**config.mk**
```make
export PLATFORM = sky130hd
export DESIGN_NAME = sbc_front
export DESIGN_NICKNAME = d
export VERILOG_FILES = /design/src/sv/sbc_pkg.sv /design/src/sv/sbc_front.sv
export SDC_FILE = /design/constraint.sdc
export NUM_CORES = 1
export LEC_CHECK = 0
export BUFFER_PORTS_ARGS = -buffer_cell sky130_fd_sc_hd__buf_2
export CAP_MARGIN = 10
export CORE_ASPECT_RATIO = 0.8
export CORE_UTILIZATION = 31
export CTS_CLUSTER_SIZE = 40
export DETAILED_ROUTE_END_ITERATION = 7
export PLACE_DENSITY = 0.48
export SLEW_MARGIN = 25
export SYNTH_ARGS = -nofsm -noshare
export SYNTH_HDL_FRONTEND = slang
export SYNTH_SLANG_ARGS = --single-unit
```
**constraint.sdc**
```tcl
create_clock -name clk -period 7.09 [get_ports clk]
set_input_delay 1.418 -clock clk [delete_from_list [all_inputs] [get_ports clk]]
set_output_delay 1.418 -clock clk [all_outputs]
set_load 0.01 [all_outputs]
```
**src/sv/sbc_pkg.sv**
```systemverilog
// Shared types and constants for the swept box collision block.
package sbc_pkg;

  localparam int unsigned TIME_FRAC = 16;
  localparam int unsigned QUOT_BITS = TIME_FRAC + 2;
  localparam int unsigned DIST_W    = 19;
  localparam int unsigned TIME_W    = TIME_FRAC + 3;
  localparam int unsigned MOVE_W    = 13;
  localparam int unsigned REM_W     = 13;
  localparam int unsigned DIV_LAT   = QUOT_BITS + 1;

  localparam logic signed [TIME_W-1:0] TIME_ONE   = TIME_W'(1) <<< TIME_FRAC;
  localparam logic signed [TIME_W-1:0] TIME_LIMIT = TIME_W'(2) <<< TIME_FRAC;

  localparam logic signed [1:0] NORM_POS  = 2'sb01;
  localparam logic signed [1:0] NORM_NEG  = 2'sb11;
  localparam logic signed [1:0] NORM_NONE = 2'sb00;

  typedef logic signed [DIST_W-1:0] dist_t;
  typedef logic signed [TIME_W-1:0] time_t;
  typedef logic signed [MOVE_W-1:0] move_t;

  typedef struct packed {
    logic  broad;
    dist_t ent_x;
    dist_t ext_x;
    dist_t ent_y;
    dist_t ext_y;
    move_t mv_x;
    move_t mv_y;
  } sbc_word_t;

endpackage

```
**src/sv/sbc_front.sv**
```systemverilog
// Front stage: takes an input word, computes the broadphase flag and axis distances.
module sbc_front (
  input  logic                    clk,
  input  logic                    rst_n,
  input  logic                    in_valid,
  output logic                    in_stall,
  input  logic signed [16:0]      in_mover_x,
  input  logic signed [16:0]      in_mover_y,
  input  logic        [15:0]      in_mover_width,
  input  logic        [15:0]      in_mover_height,
  input  logic signed [12:0]      in_step_dx,
  input  logic signed [12:0]      in_step_dy,
  input  logic signed [16:0]      in_target_x,
  input  logic signed [16:0]      in_target_y,
  input  logic        [15:0]      in_target_width,
  input  logic        [15:0]      in_target_height,
  input  logic                    q_full,
  output logic                    q_push,
  output sbc_pkg::sbc_word_t      q_word
);
  import sbc_pkg::*;

  logic      fv_r;
  sbc_word_t word_r;
  sbc_word_t word_nxt;
  logic      adv;

  logic signed [19:0] mx, my, mw, mh, dx, dy, tx, ty, tw, th;
  logic signed [19:0] bx, by, bw, bh;

  assign mx = 20'(in_mover_x);
  assign my = 20'(in_mover_y);
  assign mw = 20'($signed({1'b0, in_mover_width}));
  assign mh = 20'($signed({1'b0, in_mover_height}));
  assign dx = 20'(in_step_dx);
  assign dy = 20'(in_step_dy);
  assign tx = 20'(in_target_x);
  assign ty = 20'(in_target_y);
  assign tw = 20'($signed({1'b0, in_target_width}));
  assign th = 20'($signed({1'b0, in_target_height}));

  always_comb begin
    bx = (dx > 0) ? mx : mx + dx;
    by = (dy > 0) ? my : my + dy;
    bw = (dx > 0) ? dx + mw : mw - dx;
    bh = (dy > 0) ? dy + mh : mh - dy;
    word_nxt.broad = !((bx + bw < tx) || (bx > tx + tw) ||
                       (by + bh < ty) || (by > ty + th));
    if (dx > 0) begin
      word_nxt.ent_x = DIST_W'(tx - (mx + mw));
      word_nxt.ext_x = DIST_W'((tx + tw) - mx);
    end else begin
      word_nxt.ent_x = DIST_W'((tx + tw) - mx);
      word_nxt.ext_x = DIST_W'(tx - (mx + mw));
    end
    if (dy > 0) begin
      word_nxt.ent_y = DIST_W'(ty - (my + mh));
      word_nxt.ext_y = DIST_W'((ty + th) - my);
    end else begin
      word_nxt.ent_y = DIST_W'((ty + th) - my);
      word_nxt.ext_y = DIST_W'(ty - (my + mh));
    end
    word_nxt.mv_x = in_step_dx;
    word_nxt.mv_y = in_step_dy;
  end

  assign adv      = !fv_r || !q_full;
  assign in_stall = fv_r && q_full;
  assign q_push   = fv_r && !q_full;
  assign q_word   = word_r;

  always_ff @(posedge clk) begin
    if (!rst_n) begin
      fv_r <= 1'b0;
    end else if (adv) begin
      fv_r <= in_valid;
    end
  end

  always_ff @(posedge clk) begin
    if (adv && in_valid) begin
      word_r <= word_nxt;
    end
  end

endmodule

```
After elaboration in Yosys (flattened, before gate mapping)
Cells that the tools add are included.
{"block": "classes", "n_reduce_logical": 10, "n_addsub": 16, "n_mux": 6, "n_lt_le_gt_ge": 6}
{"cell": "$mux W20", "n": 4}
{"cell": "$mux W38", "n": 2}
{"cell": "$add A17 B17 Y18", "n": 4}
{"cell": "$add A20 B20 Y20", "n": 2}
{"cell": "$gt A20 B18 Y1", "n": 2}
{"cell": "$lt A20 B17 Y1", "n": 2}
{"cell": "$sub A17 B18 Y19", "n": 2}
{"cell": "$sub A18 B17 Y19", "n": 2}
{"cell": "$add A13 B17 Y18", "n": 2}
{"cell": "$add A17 B13 Y18", "n": 2}
{"cell": "$sub A17 B13 Y18", "n": 2}
{"cell": "$gt A13 B1 Y1 const B", "n": 2}
{"cell": "$logic_or A1 B1 Y1", "n": 4}
{"cell": "$logic_and A1 B1 Y1", "n": 3}
{"cell": "$logic_not A1 Y1", "n": 3}
{"block": "word_totals", "word_cells": 46, "output_inout_bits": 105, "ff_bits": 104}

Depth between registers and ports, before layout
{"block": "depth", "ltp_word": 8, "ltp_mapped": 32, "ltp_nobuf": 31}

Worst setup path after synthesis
OpenSTA, ideal clock, no wires.
{"block": "synth_timing", "path_kind": "input to register", "from": "input in_step_dy[1]", "to": "register word_r, in the netlist q_word[102], data pin", "n_path_buf": 1, "arrival_ns": 7.342, "slack_ns": -0.523, "required_time_ns": 6.819, "stages": 30, "path_cell_list": "inv_1 -> ha_1 -> nand2_1 -> nor4_1 -> a21oi_1 -> clkbuf_1 -> nor2_1 -> a21oi_1 -> fa_1 -> a21oi_2 -> o21ai_1 -> o41a_1 -> a311o_1 -> a211o_1 -> a21oi_2 -> o21bai_1 -> a21oi_1 -> xnor2_1 -> ha_1 -> and3_1 -> a311oi_1 -> nor2b_1 -> o21a_1 -> nor2_1 -> xnor2_1 -> ha_1 -> a21o_1 -> a2111oi_0 -> and2_1 -> nor3_1"}
{"item": "from (decl)", "line_no": "sbc_front.sv:12", "source": "input logic signed [12:0] in_step_dy,"}
{"item": "to (signal assigned)", "line_no": "sbc_front.sv:82", "source": "word_r <= word_nxt;"}
{"item": "to (decl)", "line_no": "sbc_front.sv:24", "source": "sbc_word_t word_r;"}

==> tab_implementation.tex <==
\begin{tabular}{lr}
\hline
Metric & Value \\
\hline
\multicolumn{2}{l}{\textbf{Status}} \\
\quad Status & finished clean \\
\multicolumn{2}{l}{\textbf{Floorplanning}} \\
\quad Placeable core region & 51500 µm² \\
\quad IO Pins & approximately 270 \\
\quad Floorplan die area & 53500 µm² \\
\quad Chip Width & about 260 µm \\
\quad Initial core utilization & 0.317 \\
\quad Die Y-Extent & 207 µm \\
\quad Number of standard-cell rows in the floorplan & 74 \\
\multicolumn{2}{l}{\textbf{Synthesis}} \\
\quad Most common flop cell mapped by yosys & edfxtp\_1 \\
\quad Number of nets produced by synthesis & 2467 \\
\quad Cell variety after synth & 65 \\
\quad Number of enable-type register cells in the synthesized netlist & 103 \\
\quad Share of synthesized area occupied by flip-flops and latches & 0.191 \\
\quad Number of cells produced by synthesis & 1979 \\
\quad Synth warn & 0 \\
\quad Post-synthesis average cell area & 8.24 µm² \\
\quad Proportion of register bits with asynchronous set or reset after synthesis & 0 \\
\quad Number of synthesized register bits & between 100 and 150 \\
\quad Netlist area before placement & 16300 µm² \\
\multicolumn{2}{l}{\textbf{Setup path}} \\
\quad Setup crit start & in\_step\_dx[4] \\
\quad Worst flop-to-flop path startpoint & fv\_r \\
\quad Capturing element type of the critical path & register \\
\quad Highest net fanout along the worst path & 5 \\
\quad Worst Path Class, Setup & input port to register \\
\quad Sum of buffers and inverters on the critical path & 7 \\
\quad Critical Path Start Type & input port \\
\quad Most numerous cell on the critical path & buf\_4 \\
\quad Required time at the endpoint of the critical path & around 7300 ps \\
\quad Family with the most delay on the worst path & compound AO/OA/AOI/OAI gates \\
\quad Slowest stage delay, CP & 530 ps \\
\quad Slowest CP cell & a2111oi\_1 \\
\quad Arrival time at the worst endpoint & around 7100 ps \\
\multicolumn{2}{l}{\textbf{Power and ir drop}} \\
\quad Peak supply drop & 122 µV \\
\quad LEAKAGE & 9.50 nW \\
\quad Power density cells & 230 nW/µm² \\
\multicolumn{2}{l}{\textbf{Routing}} \\
\quad Avg WL per Cell & 19.0 µm \\
\quad Wirelength, routed & 58200 µm \\
\quad DRC Markers & 0 \\
\quad Antenna-violating nets left & 0 \\
\quad Number of iterations in the first detailed-routing pass & 6 \\
\quad Number of vias per cell after detailed routing & 5.16 \\
\quad Violation count after the first detailed-routing iteration & 1339 \\
\quad Number of vias in the routed layout & 15809 \\
\multicolumn{2}{l}{\textbf{Place}} \\
\quad Worst slack after detailed placement & -466 ps \\
\quad Number of input and output port buffers inserted & $\sim$270 \\
\quad Post-Place Cell Area & 19500 µm² \\
\quad Final RePlAce weighted congestion & about 0.9 \\
\quad HPWL after detailed placement & 49500 µm \\
\quad Cell count after placement & 3044 \\
\multicolumn{2}{l}{\textbf{Worst hold path}} \\
\quad Worst hold path type & register to register \\
\quad HP Start & fv\_r \\
\multicolumn{2}{l}{\textbf{Layout}} \\
\quad Leading cell type in the layout, fill and taps excluded & ha\_1 \\
\quad Share of final-layout standard cells stronger than drive strength 1 & 0.198 \\
\quad Final non-filler cell area & $\sim$20000 µm² \\
\quad Final \#Nets & 2861 \\
\quad Non-filler instance count after layout & 3063 \\
\quad Commonest cells after routing, fill and taps aside & 282 x ha\_1, 266 x buf\_2, 183 x inv\_1 \\
\quad FILL cells & 5349 \\
\quad Relative area change from synthesis to final layout & 22.2\% \\
\multicolumn{2}{l}{\textbf{Global route}} \\
\quad Via count of the first global-routing pass & 14678 \\
\quad Total GRT Usage & 0.214 \\
\quad Total congestion overflow after global routing & 0 \\
\quad First-pass GRT wire length & 87500 µm \\
\quad Number of antenna violations at the first check in global routing & 1 \\
\quad Pin count of the biggest net entering global routing & 55 \\
\multicolumn{2}{l}{\textbf{Clock network}} \\
\quad Library cell used as clock root buffer & clkbuf\_16 \\
\quad Clock latency on the worst-skew pair & 410 ps \\
\quad Number of buffers added by the clock tree synthesis step & 9 \\
\quad CTS H-tree depth & 3 \\
\quad Maximum root-to-sink buffer count & 2 \\
\quad Clock tree from TritonCTS & yes \\
\quad Post-CTS clock slew at the launch and capture registers of the worst setup and hold paths & around 100 ps \\
\quad Total number of clock tree sinks & 104 \\
\multicolumn{2}{l}{\textbf{STA}} \\
\quad Least-Margin Pin Slew & just over 800 ps \\
\quad Max Clock Skew & between 15 and 20 ps \\
\quad Worst slew margin relative to its limit & 0.453 \\
\quad Hold Vio Cnt, Final & 0 \\
\quad Total setup violations reported at the end of the flow & 0 \\
\quad Final setup TNS & 0 ps \\
\quad Final Slew Violations & 0 \\
\quad Minimum hold slack & between 600 and 700 ps \\
\quad Final critical-path setup slack & just over 200 ps \\
\quad Post-route clock period utilization & 0.971 \\
\quad Minimum clock period after layout & 6890 ps \\
\quad Achievable clock frequency & between 100 and 150 MHz \\
\multicolumn{2}{l}{\textbf{Run}} \\
\quad Count of maximum capacitance violations & 0 \\
\hline
\end{tabular}
==> logic make-up after synthesis <==
logic type | share of synthesized area
AOI/OAI and AO/OA | 0.212
xor gates and xnor gates | 0.100
adders and majority gates | 0.269
buffers and inverters | 0.0489
DFF | 0.191
muxes | 0.00967
and+or+nand+nor | 0.169
==> worst reg2reg max path, delay by kind of cell, from the launching register on <==
kind / cells / cell delay (ps)
flops: 1 / 310
buf+inv: 2 / 1280
simple gates: 2 / 290
==> sequential cells by signal, indices dropped and copies added (netlist names) <==
signal and flops:
fv_r 1, q_word 103
==> repair_timing <==
| action | in CTS | in global routing |
|---|---|---|
| buffers inserted | 0 | 2 |
| hold endpoints to repair | 0 | 0 |
| pin swaps | 0 | 25 |
| resized for setup | 2 | 24 |
| hold buffers | 0 | 0 |
| endpoints found under the setup margin | 1 | 1 |
==> where the power goes <==
| part | internal [W] | switching, W | total, W |
|---|---|---|---|
| combinational | 0.00140 | 0.00176 | 0.00316 |
| sequential | 0.000839 | 0.0000442 | 0.000883 |
| clock | 0.000245 | 0.000291 | 0.000536 |
==> per-stage QoR <==
| stage | power, W | util |
|---|---|---|
| 6_report | 0.00458 | 0.387 |
| 5_1_grt | 0.00500 | 0.387 |
| 4_1_cts | 0.00457 | 0.385 |
| 3_5_place_dp | 0.00400 | 0.379 |
| 3_3_place_gp | 0.00397 | 0.379 |
| 2_1_floorplan | 0.00293 | - |
==> layout make-up <==
class                           count  area (µm²)  area share
Multi-Input combinational cell   1663       12600       0.631
Sequential cell                   104        3110       0.156
Timing Repair Buffer              412        2430       0.122
Tap cell                          684         856      0.0430
Inverter                          183         687      0.0345
Clock buffer                       12         236      0.0119
Clock inverter                      4        36.3     0.00182
Antenna cell                        1        2.50    0.000126
==> routing by layer <==
metal  wire (µm)  global-route usage  up-vias
met5           0                   0        -
met1       30800               0.339     7415
met4         938              0.0451        0
met2       22700               0.293      422
li1            -                   -     7919
met3        3680              0.0412       53
==> Yosys cell counts, types with 5 or more instances <==
master	instances	share of area
nand3_1	41	0.013
mux2i_1	9	0.0055
inv_1	183	0.042
a211oi_1	17	0.0078
nor2b_1	45	0.017
o41a_1	5	0.0035
o21bai_1	15	0.0069
ha_1	284	0.22
a41oi_1	5	0.0027
clkbuf_1	23	0.0053
o21ai_1	5	0.0015
nor3_1	49	0.015
o21ai_0	118	0.036
o21a_1	44	0.020
o211ai_1	15	0.0069
or3_1	15	0.0058
nand2b_1	25	0.0096
nor2_1	175	0.040
xor2_1	64	0.034
a21oi_1	168	0.052
and3_1	17	0.0065
mux2_2	6	0.0041
a31oi_1	23	0.0088
nand2_1	174	0.040
o31a_1	7	0.0038
xnor2_1	123	0.066
edfxtp_1	103	0.19
o31ai_1	5	0.0023
a21o_1	48	0.022
o41ai_1	6	0.0032
a211o_1	15	0.0081
nor4_1	11	0.0042
fa_1	42	0.052
nand4_1	18	0.0069
and2_1	9	0.0035
==> final timing paths <==
path                      end  slack [ps]  cells past startpoint
hold reg to reg          fv_r         670                      2
setup / recovery  q_word[102]         200                     30
hold / removal           fv_r         670                      2
setup reg to reg   q_word[42]        4750                      4
(Power assumes the default switching activity.)
