[src/sv/sbc_pkg.sv]
// Shared types and constants for the swept box collision block.
package sbc_pkg;

  localparam int unsigned TIME_FRAC = 16;
  localparam int unsigned QUOT_BITS = TIME_FRAC + 2;
  localparam int unsigned DIST_W    = 19;
  localparam int unsigned TIME_W    = TIME_FRAC + 3;
  localparam int unsigned MOVE_W    = 13;
  localparam int unsigned REM_W     = 13;
  localparam int unsigned DIV_LAT   = QUOT_BITS + 1;

  localparam logic signed [TIME_W-1:0] TIME_ONE   = TIME_W'(1) <<< TIME_FRAC;
  localparam logic signed [TIME_W-1:0] TIME_LIMIT = TIME_W'(2) <<< TIME_FRAC;

  localparam logic signed [1:0] NORM_POS  = 2'sb01;
  localparam logic signed [1:0] NORM_NEG  = 2'sb11;
  localparam logic signed [1:0] NORM_NONE = 2'sb00;

  typedef logic signed [DIST_W-1:0] dist_t;
  typedef logic signed [TIME_W-1:0] time_t;
  typedef logic signed [MOVE_W-1:0] move_t;

  typedef struct packed {
    logic  broad;
    dist_t ent_x;
    dist_t ext_x;
    dist_t ent_y;
    dist_t ext_y;
    move_t mv_x;
    move_t mv_y;
  } sbc_word_t;

endpackage

[src/sv/sbc_fifo.sv]
// Small word queue between the front and back stages.
module sbc_fifo #(
  parameter int DEPTH = 4
) (
  input  logic               clk,
  input  logic               rst_n,
  input  logic               push,
  input  sbc_pkg::sbc_word_t push_word,
  output logic               full,
  input  logic               pop,
  output logic               nonempty,
  output sbc_pkg::sbc_word_t head_word
);
  import sbc_pkg::*;

  localparam int PW = $clog2(DEPTH);
  localparam int CW = $clog2(DEPTH + 1);

  sbc_word_t        mem_r [DEPTH];
  logic [PW-1:0]    wp_r, rp_r;
  logic [CW-1:0]    cnt_r;

  assign full      = (cnt_r == CW'(DEPTH));
  assign nonempty  = (cnt_r != '0);
  assign head_word = mem_r[rp_r];

  always_ff @(posedge clk) begin
    if (!rst_n) begin
      wp_r  <= '0;
      rp_r  <= '0;
      cnt_r <= '0;
    end else begin
      if (push) begin
        wp_r <= (wp_r == PW'(DEPTH - 1)) ? '0 : wp_r + 1'b1;
      end
      if (pop) begin
        rp_r <= (rp_r == PW'(DEPTH - 1)) ? '0 : rp_r + 1'b1;
      end
      if (push && !pop) begin
        cnt_r <= cnt_r + 1'b1;
      end else if (pop && !push) begin
        cnt_r <= cnt_r - 1'b1;
      end
    end
  end

  always_ff @(posedge clk) begin
    if (push) begin
      mem_r[wp_r] <= push_word;
    end
  end

endmodule

[config.mk]
export PLATFORM = sky130hd
export DESIGN_NAME = sbc_fifo
export DESIGN_NICKNAME = d
export VERILOG_FILES = /design/src/sv/sbc_pkg.sv /design/src/sv/sbc_fifo.sv
export SDC_FILE = /design/constraint.sdc
export NUM_CORES = 1
export LEC_CHECK = 0
export BUFFER_PORTS_ARGS = -buffer_cell sky130_fd_sc_hd__clkbuf_2
export CAP_MARGIN = 20
export CORE_ASPECT_RATIO = 1.1
export CORE_UTILIZATION = 49
export CTS_CLUSTER_SIZE = 14
export DETAILED_ROUTE_END_ITERATION = 10
export GPL_TIMING_DRIVEN = 0
export PLACE_DENSITY = 0.7
export SLEW_MARGIN = 5
export SYNTH_ARGS = -nofsm -noshare
export SYNTH_HDL_FRONTEND = slang
export SYNTH_SLANG_ARGS = --single-unit
[constraint.sdc]
create_clock -name clk -period 5.4 [get_ports clk]
set_input_delay 0 -clock clk [delete_from_list [all_inputs] [get_ports clk]]
set_output_delay 0 -clock clk [all_outputs]
set_load 0.01 [all_outputs]
---- Yosys cells after proc, flatten, opt, wreduce, memory -nomap -nowiden ----
Memories as Yosys holds them, arrays and structs flattened. A register that Yosys moved wholly into a read port is not among the register bits.
Index checks and enable logic that the tools add are counted.
storage, ports and cells
  register bits after elaboration ......... 7
  memory bits (writable) .................. 412
  input port bits ......................... 107
  output and inout port bits .............. 105
  logic and storage cells ................. 25
  memories ................................ 1
operators by class
  add/subtract/negate cells ............... 4
  equal/unequal tests ..................... 3
  multiplexer cells ....................... 8
  reductions and logical operators ........ 6
memory list
  memory  depth  bits a word  read ports  clocked after Yosys merged registers in  write ports  RTL line        source
  mem_r   4      103          1           1                                        1            sbc_fifo.sv:19  sbc_word_t mem_r [DEPTH];
operators with widths
  cell                   number
  $mux W2                4
  $mux W3                2
  $add A2 B1 Y2 const B  2
  $eq A2 B2 Y1 const B   2
  $add A3 B1 Y3 const B  1
  $eq A3 B3 Y1 const B   1
  $reduce_bool A3 Y1     1
  $sub A3 B1 Y3 const B  1
  $logic_and A1 B1 Y1    2
  $logic_not A1 Y1       2
  $mux W1                2
  $reduce_bool A2 Y1     1

---- Longest topological paths before layout ----
Gate-level depths: netlist of run 1.
  depth after elaboration ................. 4
  gate-level depth with buffers ........... 7
  mapped depth without buffers ............ 7

---- Least setup slack after synthesis of run 1 ----
OpenSTA, ideal clock, no wires.
  path kind ............................... register to register
  start ................................... register wp_r[0]
  end ..................................... memory mem_r[3][0] in the netlist's numbering, enable pin
  library setup time ...................... 0.473 ns
  arrival time ............................ 2.924 ns
  required time ........................... 4.927 ns
  slack ................................... 2.003 ns
  cell stages (with the launch flop) ...... 3
  path buffers ............................ 0
  period minus slack after synthesis ...... 3.397 ns
  path through ............................ dfxtp_1 > ha_1 > and2_1
RTL lines
  item                    RTL line        source
  from (decl)             sbc_fifo.sv:20  logic [PW-1:0] wp_r, rp_r;
  from (signal assigned)  sbc_fifo.sv:34  wp_r <= (wp_r == PW'(DEPTH - 1)) ? '0 : wp_r + 1'b1;
  to (decl)               sbc_fifo.sv:19
No word-level cell before the write port.

==> impl_metrics.toml, run 1 <==
[status]
status = "finished clean"

[detailed_routing]
vias_per_cell = 5.26
antenna_left = 0
drt_iter0_drc = 533
avgRoutedWirePerCell_um = 20.8
drc = 0
routed_wl_mm = 29.1
vias = 7347
firstDrtPassIters = 4

[layout]
drive_gt1_frac = 0.409
fill_cells = 2066
final_nets = 1064
final-instance-count-excl-fill = 1398
multi_input_area_um2 = 2590
areaGrowthSynthToFinish_pct = 27.6
final-seq-area_um2 = 12600

[timing]
fin_crit_sh = 0.383
max_freq_ghz = 0.483
finalHoldViolations = 0
drv_slew = 0
fin_skew_ns = 0.00734
rsz0062_at_grt = "no"
final-setup-viol-count = 0
fin_tns_setup_ns = 0
finalCriticalPeriod_ns = 2.07
relSlewSlack = 0.434
worst_pin_slew_ns = 0.848

[floorplanning]
ios = 212
dieArea_um2 = 32100
dieHeight_um = 188
core_um2 = 30700
std_cell_rows = 67
start_util = 0.502
die_width_um = 171

[critical_path]
crit_end = "head_word[46]"
cp_common_cell = "buf_2"
cp_cell_sequence = "buf_2 > buf_2 > mux4_2 > clkbuf_2"
r2r_start = "wp_r[0]$_SDFFE_PN0P_"
slowest_stage = "buf_2"
critPathKind = "flop to output pin"
critPathMaxStageDelay_ns = 0.36
r2r_slack_ns = 3.36
worst-path-stages = 4
critPathBufInv = 3
r2r-end = "mem_r[3][53]$_DFFE_PP_"
cp_max_fo = 10
endpoint_kind = "output pin"
crit_required_ns = 5.40
cp.arrival_ns = 2.07
cp_top_family = "buffers and inverters"
reg2regPathDepth = 3
cp-start-kind = "flop"

[synth]
synth_cells = 582
ys_seq_elements = 421
ys_top_cells_by_area = "edfxtp_1 (80%), mux4_2 (15%), dfxtp_1 (1.2%)"
syn_avg_cell_area_um2 = 26.5
synth_nets = 696
syn-cell-area_um2 = 15400
synth.distinct_cells = 23
synth_top_area_frac = 0.804
synth_top_area_cell = "edfxtp_1"
ys_seq_area_frac = 0.815
yosys_warnings = 0

[power_and_ir_drop]
ir_drop_mv = 0.294
p_leak_uw = 0.00678
net-switching-power_uw = 1540
combPwrFrac = 0.094
power.internal_uw = 5900
swShare = 0.207
power_density_nw_per_um2 = 379
p_clk_frac = 0.398
p_seq_frac = 0.508

[placed_design]
dpl.hpwl_mm = 16.8
gp_congestion = 0.668
io_buffers = 211
placedCellCount = 1213

[clocking]
tritoncts = "built"
ctsHtreeMaxLevel = 2
clk_pin_slew_ns = 0.06
cts_setup_buffers = 0
cts.root.buffer_cell = "clkbuf_16"
clkSinkCount = 421
cts_resized = 0
numCtsBuffers = 43
clkLatencyLatePin_ns = 0.52
clock_path_buffers = 3

[global_route]
grt_pass1_vias = 7970
grt_pass1_wl_mm = 45.2
grt_use_total = 0.187
antenna_found_initial = 1
grt_max_degree = 56
gr-total-overflow = 0

[min_path]
hold_path_class = "input port to flop"

[flow_run]
drv_cap = 0
## worst register-to-register path, delay by kind of cell (launching register included)
family	cells	cell delay, ns
and+or+nand+nor	1	0.69
DFF	1	0.40
buffers and inverters	1	0.36
adders and majority gates	1	0.19
## final cells by class
type                            count  share of cell area
Multi-Input combinational cell    134               0.132
Clock inverter                     26              0.0136
Clock buffer                       52              0.0592
Tap cell                          414              0.0264
Sequential cell                   421               0.639
Inverter                            4            0.000765
Timing Repair Buffer              323               0.116
Antenna cell                        1            0.000127
Buffer                             23              0.0125
## registers in the layout, indices dropped and copies added (netlist names), named ones only
name   count
mem_r    412
cnt_r      3
rp_r       2
wp_r       2
## how the worst min path moves through the flow
stage	from	end	slack (ns)	cells past startpoint
floorplan	push_word[0]	mem_r[0][0]$_DFFE_PP_	0.1	0
global placement	push_word[99]	mem_r[2][99]$_DFFE_PP_	0.22	1
detailed placement	push_word[88]	mem_r[2][88]$_DFFE_PP_	0.22	1
CTS	push_word[32]	mem_r[2][32]$_DFFE_PP_	0.21	2
global route	push_word[20]	mem_r[1][20]$_DFFE_PP_	0.22	2
finish	push_word[20]	mem_r[1][20]$_DFFE_PP_	0.24	2
## routing by layer
layer  vias up  part of all wire  GRT usage
met4         0             0.019     0.0525
met1      3799              0.40      0.242
met5         -                 0          0
met3        42             0.067     0.0458
li1       3264                 -          -
met2       242              0.51      0.316
## power by group through the flow
stage	Sequential [uW]	Clock (uW)	Combinational, uW
6_report	3780	2960	700
5_1_grt	3790	3170	758
4_1_cts	3780	3030	714
3_5_place_dp	3850	0	647
3_3_place_gp	3870	0	616
2_1_floorplan	3850	0	365
## cell usage after synthesis (all sizes together)
cell    count
ha          6
o21ai       1
nor3b       1
a21boi      1
dfxtp       9
and2        5
xnor2       1
buf        23
xor2        1
nor3        1
o21a        1
inv         4
nor2b       5
or3         2
edfxtp    412
nor2        1
fa          1
mux2i       4
mux4      103
## kinds of logic (layout without fill, tap and decap cells)
| kind of cell | after synthesis | count (layout) | share of synthesized area |
|---|---|---|---|
| DFF | 421 | 421 | 0.815 |
| muxes | 107 | 107 | 0.153 |
| buffers and inverters | 27 | 428 | 0.0169 |
| and+or+nand+nor | 15 | 15 | 0.00593 |
| adders and majority gates | 7 | 7 | 0.00618 |
| AOI/OAI and AO/OA | 3 | 3 | 0.00130 |
| xor gates and xnor gates | 2 | 2 | 0.00114 |
| other | 0 | 1 | 0 |
## layout by cell type, fill, tap and decap left out, drive strengths merged, types with 2 or more instances in the layout
cell type	n
and2	5
buf	29
bufinv	6
clkbuf	263
clkinv	18
clkinvlp	2
dfxtp	9
dlygate4sd3	106
edfxtp	412
ha	6
inv	4
mux2i	4
mux4	103
nor2b	5
or3	2
## what timing repair did
| action | in CTS | in global routing |
|---|---|---|
| hold buffers | 106 | 0 |
| hold endpoints to repair | 421 | 0 |
| endpoints found under the setup margin | 0 | 0 |
## per-stage QoR
| step | hold slack (ns) | total power [uW] | utilization | instance area (um^2) | setup WS, ns |
|---|---|---|---|---|---|
| after floorplan | 0.0989 | 4210 | - | 15400 | 2.00 |
| after global placement | 0.216 | 4480 | 0.553 | 17000 | 0.0963 |
| after detailed placement | 0.219 | 4490 | 0.559 | 17100 | 3.34 |
| after CTS | 0.208 | 7520 | 0.640 | 19600 | 3.25 |
| after global routing | 0.221 | 7710 | 0.640 | 19600 | 3.19 |
| final | 0.236 | 7440 | 0.640 | 19600 | 3.33 |
Note: power is estimated with default switching activity, not from simulation.
==> run 2, diff against run 1 <==
Clock period 5.4 ns to 2.09 ns, I/O delays scaled along.
==> run 2 against run 1 <==
Net effect: register-to-register slack worse by 3.3 ns; global-route usage down 0.090 points; total power increased to 2.5 times the previous value; sequential power grew to 2.6 times the previous value.
==> impl_metrics.toml, run 2 (same netlist as run 1, synthesis figures left out) <==
[status]
status = "finished clean"

[floorplanning]
die_width_um = 171
dieArea_um2 = 32100
dieHeight_um = 188
start_util = 0.502
std_cell_rows = 67
core_um2 = 30700
ios = 212

[detailed_routing]
avgRoutedWirePerCell_um = 21.2
vias_per_cell = 5.21
firstDrtPassIters = 4
drc = 0
drt_iter0_drc = 419
antenna_left = 0
routed_wl_mm = 29.8
vias = 7311

[critical_path]
critPathMaxStageDelay_ns = 0.46
r2r_start = "wp_r[0]$_SDFFE_PN0P_"
cp_max_fo = 43
cp_cell_sequence = "ha_1 > and2_4 > buf_16 > buf_12"
cp.arrival_ns = 2.20
slowest_stage = "and2_4"
crit_path_start = "wp_r[0]$_SDFFE_PN0P_"
endpoint_kind = "flop"
critPathKind = "flop to flop"
cp-start-kind = "flop"
crit_required_ns = 2.29

[global_route]
grt_use_total = 0.186
grt_max_degree = 55
grt_pass1_vias = 7922
antenna_found_initial = 1
gr-total-overflow = 0
grt_pass1_wl_mm = 44.6

[flow_run]
drv_cap = 0

[placed_design]
post_dp_cell_area_um2 = 17100
dpl.hpwl_mm = 17.2
io_buffers = 211
gp_congestion = 0.672

[clocking]
clk_pin_slew_ns = 0.06
numCtsBuffers = 42
ctsHtreeMaxLevel = 2
clkSinkCount = 421
tritoncts = "built"
cts.root.buffer_cell = "clkbuf_16"
clock_path_buffers = 3
clkLatencyLatePin_ns = 0.52

[layout]
final_common_cell = "edfxtp_1"
drive_gt1_frac = 0.416
largest_register_ffs = 412
final_cell_mix = "edfxtp_1 (412), clkbuf_2 (212), dlygate4sd3_1 (106), mux4_2 (103), clkbuf_16 (51)"
top_register = "mem_r"
final_nets = 1074
reg_top3 = "mem_r: 412 flops, cnt_r: 3 flops"
fill_cells = 2095
fin_area_um2 = 19700
areaGrowthSynthToFinish_pct = 28.2

[timing]
finalHoldViolations = 0
relSlewSlack = 0.481
fin_tns_setup_ns = 0
worst_pin_slew_ns = 0.779
final-setup-viol-count = 0
rsz0062_at_grt = "yes"
max_freq_ghz = 0.499
fin_skew_ns = 0.0175
finalCriticalPeriod_ns = 2.01
drv_slew = 0
fin_crit_sh = 0.959

[min_path]
hp-start = "push_word[99]"
hold_path_class = "input port to flop"

[power_and_ir_drop]
ir_drop_mv = 0.768
net-switching-power_uw = 3930
p_leak_uw = 0.00682
p_seq_frac = 0.519
power.internal_uw = 14900
p_clk_frac = 0.382
swShare = 0.209
combPwrFrac = 0.100
power_density_nw_per_um2 = 954
[run 2: metal layers]
| metal | GRT usage | vias up | share of wire |
|---|---|---|---|
| met5 | 0 | - | 0 |
| met4 | 0.0464 | 0 | 0.017 |
| met3 | 0.0439 | 40 | 0.057 |
| met2 | 0.318 | 202 | 0.52 |
| li1 | - | 3289 | - |
| met1 | 0.242 | 3780 | 0.41 |
[run 2: power groups by stage]
stage | clock [uW] | combinational [uW] | sequential, uW
2_1_floorplan | 0 | 949 | 9910
3_3_place_gp | 0 | 1600 | 9930
3_5_place_dp | 0 | 1660 | 9940
4_1_cts | 7340 | 1840 | 9770
5_1_grt | 7680 | 2020 | 9790
6_report | 7180 | 1870 | 9760
[run 2: per-stage QoR]
stage / instances / utilization / hold slack (ns) / total power (uW) / setup WS (ns)
6_report: 1404 / 0.643 / 0.235 / 18800 / 0.0848
5_1_grt: 1404 / 0.643 / 0.218 / 19500 / -0.00869
4_1_cts: 1393 / 0.636 / 0.211 / 19000 / -0.0281
3_5_place_dp: 1213 / 0.558 / 0.220 / 11600 / 0.0211
3_3_place_gp: 1207 / 0.553 / 0.216 / 11500 / -0.217
2_1_floorplan: 582 / - / 0.0989 / 10900 / 0.356
[run 2: worst paths after layout]
kind / to / slack, ns / cells past startpoint
worst max-delay path: mem_r[3][85]$_DFFE_PP_ / 0.08 / 4
worst min-delay path: mem_r[2][99]$_DFFE_PP_ / 0.24 / 2
worst max register to register: mem_r[3][85]$_DFFE_PP_ / 0.08 / 4
worst min register to register: cnt_r[2]$_SDFFE_PN0P_ / 0.51 / 2
[run 2: cell type report]
cell class / count / area [um^2] / area share
well taps: 414 / 518 / 0.0262
flip-flops and latches: 421 / 12600 / 0.636
inverters: 4 / 15.0 / 0.000761
multi-input cells: 136 / 2610 / 0.132
plain buffers: 23 / 277 / 0.0140
clock buffers: 57 / 1170 / 0.0593
repair buffers: 332 / 2440 / 0.124
diodes: 1 / 2.50 / 0.000127
clock inverters: 16 / 150 / 0.00761
[run 2: critical path, delay by kind of cell (launching register included)]
kind                       cells  cell delay, ns
buffers and inverters          2            0.58
DFF                            1            0.40
adders and majority gates      1            0.19
and+or+nand+nor                1            0.46
[run 2: timing repair]
item,in CTS,in global routing
endpoints found under the setup margin,93,114
hold buffers,106,0
gates resized for setup,4,8
pin swaps,0,0
setup buffers,0,3
hold endpoints to repair,421,0
gates cloned,1,7
